<file path="config.mk">
export PLATFORM = sky130hd
export DESIGN_NAME = checksummed_line_deframer_core
export DESIGN_NICKNAME = d
export VERILOG_FILES = /design/src/rtl/cld_pkg.sv /design/src/rtl/cld_check.sv /design/src/rtl/checksummed_line_deframer_core.sv
export SDC_FILE = /design/constraint.sdc
export NUM_CORES = 1
export LEC_CHECK = 0
export BUFFER_PORTS_ARGS = -buffer_cell sky130_fd_sc_hd__clkbuf_2
export CORE_MARGIN = 2
export CORE_UTILIZATION = 34
export DETAILED_ROUTE_END_ITERATION = 10
export PLACE_DENSITY = 0.63
export SLEW_MARGIN = 20
export SYNTH_ARGS = -nofsm -noshare
export SYNTH_HDL_FRONTEND = slang
export SYNTH_SLANG_ARGS = --single-unit
export TNS_END_PERCENT = 20
</file>
<file path="constraint.sdc">
create_clock -name clk -period 3.9 [get_ports clk]
set_clock_uncertainty 0.15 [all_clocks]
set_input_delay 0.78 -clock clk [delete_from_list [all_inputs] [get_ports clk]]
set_output_delay 0.78 -clock clk [all_outputs]
set_load 0.02 [all_outputs]
</file>
<file path="src/rtl/cld_pkg.sv">
// Shared types, constants and a hex-digit helper for the checksummed line deframer.
`default_nettype none

package cld_pkg;

    localparam int LINE_LIMIT = 160;
    localparam logic [7:0] LEN_CAP = 8'(LINE_LIMIT - 1);

    localparam logic [7:0] CH_STAR = 8'h2A;
    localparam logic [7:0] CH_LF   = 8'h0A;
    localparam logic [7:0] CH_CR   = 8'h0D;

    localparam logic [1:0] ST_GOOD     = 2'd0;
    localparam logic [1:0] ST_FORMAT   = 2'd1;
    localparam logic [1:0] ST_CHECKSUM = 2'd2;
    localparam logic [1:0] ST_OVERFLOW = 2'd3;

    typedef struct packed {
        logic [1:0] status;
        logic [7:0] body_length;
        logic [7:0] computed_checksum;
        logic [7:0] received_checksum;
    } cld_verdict_t;

    // Bit 4 set marks a byte that is not a hex digit.
    function automatic logic [4:0] hex_nibble(input logic [7:0] c);
        logic [4:0] v;
        v = 5'h10;
        if (c >= 8'h30 && c <= 8'h39) begin
            v = 5'(c - 8'h30);
        end
        else if (c >= 8'h41 && c <= 8'h46) begin
            v = 5'(c - 8'h41 + 8'd10);
        end
        else if (c >= 8'h61 && c <= 8'h66) begin
            v = 5'(c - 8'h61 + 8'd10);
        end
        return v;
    endfunction

endpackage

`default_nettype wire

</file>
<file path="src/rtl/cld_check.sv">
// Line verdict: form check, hex decode and body checksum compare.
`default_nettype none

module cld_check
    import cld_pkg::*;
(
    input  wire logic [7:0]   line_count,
    input  wire logic [7:0]   running_xor,
    input  wire logic [7:0]   tail0,
    input  wire logic [7:0]   tail1,
    input  wire logic [7:0]   tail2,
    output cld_verdict_t      verdict
);

    logic [4:0] hi;
    logic [4:0] lo;
    logic       form_ok;
    logic [7:0] body_xor;
    logic [7:0] want;

    always_comb
    begin
        hi       = hex_nibble(tail1);
        lo       = hex_nibble(tail2);
        form_ok  = (line_count >= 8'd4) && (tail0 == CH_STAR) && !hi[4] && !lo[4];
        body_xor = running_xor ^ tail0 ^ tail1 ^ tail2;
        want     = {hi[3:0], lo[3:0]};
        if (!form_ok) begin
            verdict.status            = ST_FORMAT;
            verdict.body_length       = 8'd0;
            verdict.computed_checksum = 8'd0;
            verdict.received_checksum = 8'd0;
        end
        else begin
            verdict.status            = (body_xor == want) ? ST_GOOD : ST_CHECKSUM;
            verdict.body_length       = line_count - 8'd3;
            verdict.computed_checksum = body_xor;
            verdict.received_checksum = want;
        end
    end

endmodule

`default_nettype wire

</file>
<file path="src/rtl/checksummed_line_deframer_core.sv">
// Checksummed line deframer top level: byte register, line state and verdict register.
// An accepted byte is held in the byte register; its verdict is registered when that byte advances.
// Throughput: one byte per cycle; a stalled verdict holds only a byte that ends or overflows a line.
// The byte register sits ahead of the verdict register, so a byte is taken while a verdict waits.
// Reset (rst_n low, asynchronous) clears the line state, the four counters and both valids.
`default_nettype none

module checksummed_line_deframer_core
    import cld_pkg::*;
(
    input  wire logic        clk,
    input  wire logic        rst_n,
    input  wire logic        in_valid,
    output logic             in_ready,
    input  wire logic [7:0]  rx_byte,
    output logic             out_valid,
    input  wire logic        out_ready,
    output logic [1:0]       status,
    output logic [7:0]       body_length,
    output logic [7:0]       computed_checksum,
    output logic [7:0]       received_checksum,
    output logic [31:0]      good_lines,
    output logic [31:0]      format_errors,
    output logic [31:0]      checksum_errors,
    output logic [31:0]      overflow_errors
);

    logic        byte_valid_reg;
    logic [7:0]  byte_reg;
    logic [7:0]  line_count_reg, line_count_next;
    logic [7:0]  xor_reg, xor_next;
    logic [7:0]  tail0_reg, tail0_next;
    logic [7:0]  tail1_reg, tail1_next;
    logic [7:0]  tail2_reg, tail2_next;
    logic [31:0] good_reg, good_next;
    logic [31:0] format_reg, format_next;
    logic [31:0] checksum_reg, checksum_next;
    logic [31:0] overflow_reg, overflow_next;
    logic        out_valid_reg;
    cld_verdict_t result_reg, result_next;

    cld_verdict_t line_verdict;
    logic         is_term;
    logic         has_result;
    logic         advance;

    cld_check u_check (
        .line_count  (line_count_reg),
        .running_xor (xor_reg),
        .tail0       (tail0_reg),
        .tail1       (tail1_reg),
        .tail2       (tail2_reg),
        .verdict     (line_verdict)
    );

    always_comb
    begin
        is_term         = (byte_reg == CH_LF) || (byte_reg == CH_CR);
        has_result      = 1'b0;
        result_next     = line_verdict;
        line_count_next = line_count_reg;
        xor_next        = xor_reg;
        tail0_next      = tail0_reg;
        tail1_next      = tail1_reg;
        tail2_next      = tail2_reg;
        good_next       = good_reg;
        format_next     = format_reg;
        checksum_next   = checksum_reg;
        overflow_next   = overflow_reg;
        priority if (is_term) begin
            if (line_count_reg != 8'd0) begin
                has_result = 1'b1;
                unique case (line_verdict.status)
                    ST_GOOD:     good_next     = good_reg + 32'd1;
                    ST_FORMAT:   format_next   = format_reg + 32'd1;
                    ST_CHECKSUM: checksum_next = checksum_reg + 32'd1;
                    default:     overflow_next = overflow_reg;
                endcase
            end
        end
        else if (line_count_reg < LEN_CAP) begin
            line_count_next = line_count_reg + 8'd1;
            xor_next        = xor_reg ^ byte_reg;
            tail0_next      = tail1_reg;
            tail1_next      = tail2_reg;
            tail2_next      = byte_reg;
        end
        else begin
            has_result                    = 1'b1;
            overflow_next                 = overflow_reg + 32'd1;
            result_next.status            = ST_OVERFLOW;
            result_next.body_length       = 8'd0;
            result_next.computed_checksum = 8'd0;
            result_next.received_checksum = 8'd0;
        end
        // Clear the line after any verdict.
        if (has_result) begin
            line_count_next = 8'd0;
            xor_next        = 8'd0;
            tail0_next      = 8'd0;
            tail1_next      = 8'd0;
            tail2_next      = 8'd0;
        end
    end

    assign advance  = byte_valid_reg && (!has_result || !out_valid_reg || out_ready);
    assign in_ready = !byte_valid_reg || advance;

    always_ff @(posedge clk or negedge rst_n)
    begin
        if (!rst_n) begin
            byte_valid_reg <= 1'b0;
            out_valid_reg  <= 1'b0;
            line_count_reg <= 8'd0;
            xor_reg        <= 8'd0;
            tail0_reg      <= 8'd0;
            tail1_reg      <= 8'd0;
            tail2_reg      <= 8'd0;
            good_reg       <= 32'd0;
            format_reg     <= 32'd0;
            checksum_reg   <= 32'd0;
            overflow_reg   <= 32'd0;
        end
        else begin
            if (in_ready) begin
                byte_valid_reg <= in_valid;
            end
            if (advance) begin
                line_count_reg <= line_count_next;
                xor_reg        <= xor_next;
                tail0_reg      <= tail0_next;
                tail1_reg      <= tail1_next;
                tail2_reg      <= tail2_next;
                good_reg       <= good_next;
                format_reg     <= format_next;
                checksum_reg   <= checksum_next;
                overflow_reg   <= overflow_next;
            end
            if (advance && has_result) begin
                out_valid_reg <= 1'b1;
            end
            else if (out_ready) begin
                out_valid_reg <= 1'b0;
            end
        end
    end

    // Payload registers: load on accept and on a new verdict.
    always_ff @(posedge clk)
    begin
        if (in_ready && in_valid) begin
            byte_reg <= rx_byte;
        end
        if (advance && has_result) begin
            result_reg <= result_next;
        end
    end

    assign out_valid         = out_valid_reg;
    assign status            = result_reg.status;
    assign body_length       = result_reg.body_length;
    assign computed_checksum = result_reg.computed_checksum;
    assign received_checksum = result_reg.received_checksum;
    assign good_lines        = good_reg;
    assign format_errors     = format_reg;
    assign checksum_errors   = checksum_reg;
    assign overflow_errors   = overflow_reg;

endmodule

`default_nettype wire

</file>
# [After elaboration in Yosys (flattened, before gate mapping)]
# Cells that the tools add are included.
[op_classes] n_addsub=16 magnitude_cmp=14 n_eq_ne=7 mux=30 n_bitwise=6 n_reduce_logical=30
[ops] op="adder 32 x 1 -> 32 bit, second input constant" n=4
[ops] op="two-way mux 8 bit" n=15
[ops] op="two-way mux 26 bit" n=3
[ops] op="greater-or-equal comparator 8 x 7 -> 1 bit, second input constant" n=4
[ops] op="less-or-equal comparator 8 x 7 -> 1 bit, second input constant" n=4
[ops] op="bitwise XOR 8 bit" n=4
[ops] op="two-way mux 5 bit" n=6
[ops] op="adder 5 x 4 -> 5 bit, second input constant" n=4
[ops] op="subtractor 5 x 1 -> 5 bit, second input constant" n=4
[ops] op="equality test 8 x 4 -> 1 bit, second input constant" n=2
[ops] op="greater-or-equal comparator 8 x 6 -> 1 bit, second input constant" n=2
[ops] op="less-or-equal comparator 8 x 6 -> 1 bit, second input constant" n=2
[ops] op="logical AND 1 bit" n=12
[ops] op="AND reduction 4 bit" n=3
[ops] op="subtractor 5 bit, second input constant" n=2
[ops] op="adder 8 x 1 -> 8 bit, second input constant" n=1
[ops] op="equality test 8 x 6 -> 1 bit, second input constant" n=1
[ops] op="equality test 8 bit" n=1
[ops] op="greater-or-equal comparator 8 x 3 -> 1 bit, second input constant" n=1
[ops] op="less-than comparator 8 bit, second input constant" n=1
[ops] op="nonzero test 8 bit" n=1
[ops] op="subtractor 8 x 2 -> 8 bit, second input constant" n=1
[ops] op="AND reduction 3 bit" n=2
[ops] op="zero test 1 bit" n=5
[ops] op="9 further kinds" n=18
[word_totals] register_bits=204 out_inout_bits=156 elab_cells=119

# [Depth between registers and ports, before layout]
[logic_depth] depth_word=11 ltp_mapped=13

# [Hierarchy]
# From an unflattened synthesis, not the netlist that was laid out.
[unflattened] hier_cells=951 area_unflattened_um2=10282.4
[by_module_without_submodules] module="checksummed_line_deframer_core" instances=1 cells_each=795 area_each_um2=9072.5 seq_area_each_um2=5275.1
[by_module_without_submodules] module="cld_check" instances=1 cells_each=156 area_each_um2=1209.9 seq_area_each_um2=0.0

# [Worst setup path after synthesis]
# OpenSTA, ideal clock, no wires.
[synth_timing] kind="register to register" from="reg line_count_reg[0]" to="reg result_reg (netlist bit body_length[0]) (enable)" setup_ps=410 arrival_ps=2521 required_time_ps=3340 path_slack_ps=818 stages_incl_launch_ff=8 path_buffers=1 period_less_slack_ps=3082 cell_sequence="dfrtp_1 ha_1 nand4_1 a21boi_1 a21oi_1 o21ai_1 clkbuf_1 nor2_1"
[synth_between] elab_chain_len=8 elab_cells_between_ends=10 cone_classes="1 x order compare; 3 x mux; 6 x reduce/logical"
[synth_rtl] element="from (decl)" line="checksummed_line_deframer_core.sv:30" rtl="logic [7:0] line_count_reg, line_count_next;"
[synth_rtl] element="from (signal assigned)" line="checksummed_line_deframer_core.sv:129" rtl="line_count_reg <= line_count_next;"
[synth_rtl] element="less-than comparator 8 bit / nonzero test 8 bit (equally long branches)" line="checksummed_line_deframer_core.sv:81, checksummed_line_deframer_core.sv:71"
[synth_rtl] element="two-way mux 1 bit (on tied branches)" line="checksummed_line_deframer_core.sv:81, checksummed_line_deframer_core.sv:71"
[synth_rtl] element="two-way mux 1 bit *" line="checksummed_line_deframer_core.sv:70" rtl="priority if (is_term) begin"
[synth_rtl] element="zero test 1 bit" line="checksummed_line_deframer_core.sv:106" rtl="assign advance = byte_valid_reg && (!has_result || !out_valid_reg || out_ready);"
[synth_rtl] element="logical OR 1 bit (2 in series)" line="checksummed_line_deframer_core.sv:106"
[synth_rtl] element="logical AND 1 bit" line="checksummed_line_deframer_core.sv:106"
[synth_rtl] element="logical AND 1 bit *" line="checksummed_line_deframer_core.sv:154" rtl="if (advance && has_result) begin"
[synth_rtl] element="to (signal assigned)" line="checksummed_line_deframer_core.sv:155" rtl="result_reg <= result_next;"
[synth_rtl] element="to (decl)" line="checksummed_line_deframer_core.sv:40" rtl="cld_verdict_t result_reg, result_next;"
# Every way passes the cells marked *; elsewhere a longest branch is shown, timed or not.
# A chain may end at the register's enable or synchronous reset.

# [Final worst setup path]
[layout_timing] from="reg tail2_reg[0]" to="reg good_reg[1], in the netlist good_lines[1]"
[layout_between] elab_chain_len=10 elab_cells_between_ends=25 cone_classes="5 x add/sub; 6 x order compare; 1 x eq/ne; 5 x mux; 1 x bitwise; 7 x reduce/logical"
[layout_rtl] element="from (decl)" line="checksummed_line_deframer_core.sv:34" rtl="logic [7:0] tail2_reg, tail2_next;"
[layout_rtl] element="from (signal assigned)" line="checksummed_line_deframer_core.sv:133" rtl="tail2_reg <= tail2_next;"
[layout_rtl] element="subtractor 5 x 1 -> 5 bit, or another cell as far along" line="cld_pkg.sv:33, cld_pkg.sv:36"
[layout_rtl] element="adder 5 x 4 -> 5 bit / logical AND 1 bit (equally long branches)" line="cld_pkg.sv:33, cld_pkg.sv:36, cld_pkg.sv:35"
[layout_rtl] element="two-way mux 5 bit" line="cld_pkg.sv:35" rtl="else if (c >= 8'h61 && c <= 8'h66) begin"
[layout_rtl] element="two-way mux 5 bit" line="cld_pkg.sv:32" rtl="else if (c >= 8'h41 && c <= 8'h46) begin"
[layout_rtl] element="two-way mux 5 bit" line="cld_pkg.sv:29" rtl="if (c >= 8'h30 && c <= 8'h39) begin"
[layout_rtl] element="equality test 8 bit / zero test 1 bit (equally long branches)" line="cld_check.sv:35, cld_check.sv:25"
[layout_rtl] element="two-way mux 2 bit / logical AND 1 bit (equally long branches)" line="cld_check.sv:35, cld_check.sv:25"
[layout_rtl] element="two-way mux 26 bit *" line="cld_check.sv:28" rtl="if (!form_ok) begin"
[layout_rtl] element="zero test 2 bit *" line="checksummed_line_deframer_core.sv:73" rtl="unique case (line_verdict.status)"
[layout_rtl] element="AND reduction 4 bit (no source line) *"
[layout_rtl] element="to (signal assigned)" line="checksummed_line_deframer_core.sv:134" rtl="good_reg <= good_next;"
[layout_rtl] element="to (decl)" line="checksummed_line_deframer_core.sv:35" rtl="logic [31:0] good_reg, good_next;"
# Marks and branches as above.

==> results.tsv <==
stage	metric	value	unit
timing	Rel. slew slack	44.44	%
route	routed wire length	23960	µm
die	Core Box Area	28700	µm²
synth	synthesized area per cell	10.61	µm²
timing	min cycle time layout	3591	ps
clocking	hold buffers post-CTS	0	
timing	RSZ-0062 raised after global routing	no	
clocking	H-tree depth	1	
clocking	worst skew pair latency	520	ps
die	chip width	174.9	µm
route	WL met2	10270	µm
setup_path	R2R depth	10	
setup_path	Startpoint Class	flop	
placement	post-DP HPWL	17240	µm
finish	Antenna diodes	0	
setup_path	CP top delay family	simple AND/OR/NAND/NOR gates	
synth	Yosys top cell area share	42.84	%
finish	nets	1128	
setup_path	Crit Path Class	flop to flop	
placement	Inst Count DP	1461	
timing	fmax	278.5	MHz
route	total number of vias	7527	
die	total die area	30590	µm²
die	Die Span Y	174.9	µm
route	residual DRC count	0	
setup_path	CP endpoint	good_lines[1]	
synth	area of the mapped netlist	9931	µm²
setup_path	crit-path cells	inv_1, ha_1, o21bai_1, a21oi_2, a22o_1, nor4_1, nand4_1, or2_1, nor2_1, mux2_2	
route	average wire per cell in the routed design	15.92	µm
timing	max-slew violations	0	
global_route	total track usage	15.62	%
finish	fillers	2790	
setup_path	Req. time, crit path	4140	ps
synth	EDFF count, synth	34	
placement	Setup WS pre-CTS	314.3	ps
clocking	CTS Buffer Depth	3	
synth	largest family of logic cells by synthesized area	simple AND/OR/NAND/NOR gates	
timing	setup ws final	308.8	ps
clocking	clock-pin slew on the worst setup and hold paths	60	ps
timing	Final Hold Fails	0	
timing	part of the cycle the worst path needs	92.08	%
clocking	CTS root buffer	clkbuf_16	
route	vias per cell	5.001	
setup_path	Crit. Startpoint	tail2_reg[0]	
synth	count leader, synth	dfrtp_1	
global_route	largest net degree at the start of global routing	76	
route	Final ANT Viol Nets	0	
power_and_ir_drop	Max rail drop VDD	323.1	µV
synth	Seq/Total Area, Yosys	53.12	%
synth	post-synthesis xor/xnor area fraction	14.43	%
synth	Adder-Cell Fraction of Synth Area	1.638	%
synth	Cell variety after synth	71	
clocking	post-cts sizing count	0	
global_route	initial antenna violation count	0	
setup_path	Critical path buffers and inverters	1	
die	number of I/O pins	168	
synth	ys async rst share	83.33	%
timing	# setup viols final	0	
setup_path	worst reg2reg startpoint	tail2_reg[0]	
placement	dpl cell area	11210	µm²
synth	synth top area cells	dfrtp_1 43%, edfxtp_1 10%, xnor2_1 7.8%, xor2_1 6.4%, nand2_1 3.9%	
setup_path	CP Depth	10	
synth	Mapped Cells	936	
route	DR iter-0 viols	488	
synth	Yosys warnings	0	
worst_hold_path	Worst Hold Class	input port to async pin	
finish	share of cells above drive strength 1	22.84	%
synth	FF+latch count, synth	204	
clocking	cts bufs inserted	24	
setup_path	Critical Path Sink Type	flop	
route	Met3 Wirelength	1436	µm
route	DR pass1 iterations	5	
clocking	CTS tree	done	
global_route	vias in the first global route	7250	
power_and_ir_drop	Leakage	0.005648	µW
power_and_ir_drop	pwr dens	514.5	nW/µm²
route	met1 WL	11600	µm
placement	Final Wtd Congestion	0.8590	
timing	measured slew at the worst slew-check pin	833.4	ps
die	initial core utilization	34.60	%
placement	# port buffers	167	
setup_path	largest stage delay on the critical path	590	ps
run_status	status	finished, final reports clean	
clocking	Post-CTS Setup Bufs	0	
synth	Synth top cells by count	170 x dfrtp_1, 103 x nand2_1, 88 x xnor2_1	
route	top sig layer	met4	
finish	design area	12070	µm²
synth	Post-Synth Simple-Gate Area	22.31	%
setup_path	Critical R2R Capture	good_lines[1]	
clocking	Clock Sinks	204	
setup_path	critical path arrival	3840	ps
finish	Area Overhead vs Synth	21.52	%
timing	Hold WS	127.0	ps
setup_path	slowest CP cell	or2_1	
flow_run	max-cap viol count	0	
timing	setup TNS	0	ps
setup_path	r2r setup slk	310	ps
finish	Final Non-Filler Cells	1505	
global_route	Remaining Overflow, GRT	0	
setup_path	CP Max Fanout	16	
synth	main flop type after synthesis	dfrtp_1	
synth	largest area contributor in the netlist	dfrtp_1	
synth	Syn Nets	961	
global_route	global-route wire length before repair	39540	µm
die	# rows	62	
synth	mux cell area share after synthesis	0.5670	%
synth	Synth Area in Compound Gates	5.355	%
[final cells by class]
class	count	area (µm²)	share of cell area, %
multi-input cells	675	4415	36.59
well taps	384	480.5	3.981
clock inverters	11	180.2	1.493
inverters	19	71.32	0.5910
flip-flops and latches	204	5275	43.71
repair buffers	179	969.7	8.035
clock buffers	33	675.6	5.599
[layer usage]
| metal | up-vias | track usage, % |
|---|---|---|
| met3 | 46 | 2.872 |
| met5 | - | 0 |
| met1 | 3630 | 23.01 |
| met4 | 0 | 4.722 |
| met2 | 233 | 23.32 |
| li1 | 3618 | - |
[worst min path at each step]
stage / from / endpoint / slack, ps
finish: rst_n / format_errors[26] / 130
global route: rst_n / format_errors[24] / 190
CTS: rst_n / format_errors[26] / 170
detailed placement: format_errors[31] / format_errors[31] / 310
global placement: format_errors[31] / format_errors[31] / 310
floorplan: xor_reg[0] / xor_reg[0] / 310
[cells by family (layout without fill, tap and decap cells)]
group	count (synthesis)	count (layout)
multiplexers	5	5
XOR/XNOR	162	162
AO/OA/AOI/OAI	83	83
buffers and inverters	57	242
adder cells (fa/ha/maj)	13	13
flip-flops	204	204
AND/OR/NAND/NOR	412	412
[stage by stage]
stage,power (µW),utilization (%)
after floorplan,3449,-
after global placement,3798,39.06
after detailed placement,3811,39.06
after CTS,6256,42.04
after global routing,6518,42.04
final,6209,42.04
[power breakdown]
part	switching, µW	internal, µW
clock	896	1540
sequential	248	2340
combinational	693	491
[layout by cell type (no fill, tap or decap), types with 3 or more instances in the layout]
cell type  synthesis  layout
dfrtp_1          170     170
clkbuf_2           0     166
nand2_1          103     103
xnor2_1           88      88
xor2_1            73      73
nor2_1            74      72
nand3_1           53      53
nand4_1           42      42
o21ai_0           36      36
edfxtp_1          34      34
nor3_1            31      31
and3_1            30      30
clkbuf_16          0      25
inv_1             19      19
nor4_1            15      15
ha_1              13      13
nor3_2            12      12
a21oi_1           11      11
buf_4              1       9
o31ai_1            8       8
and4_1             8       8
clkbuf_1          19       6
clkinv_2           0       6
mux2_2             5       5
bufinv_16          0       5
nor3b_1            4       4
nand4bb_1          3       3
or3_1              3       3
and2_1             3       3
nor2b_1            3       3
a22o_1             3       3
a221oi_1           3       3
or2_2              3       3
buf_12             0       3
Note: power is estimated with default switching activity, not from simulation.
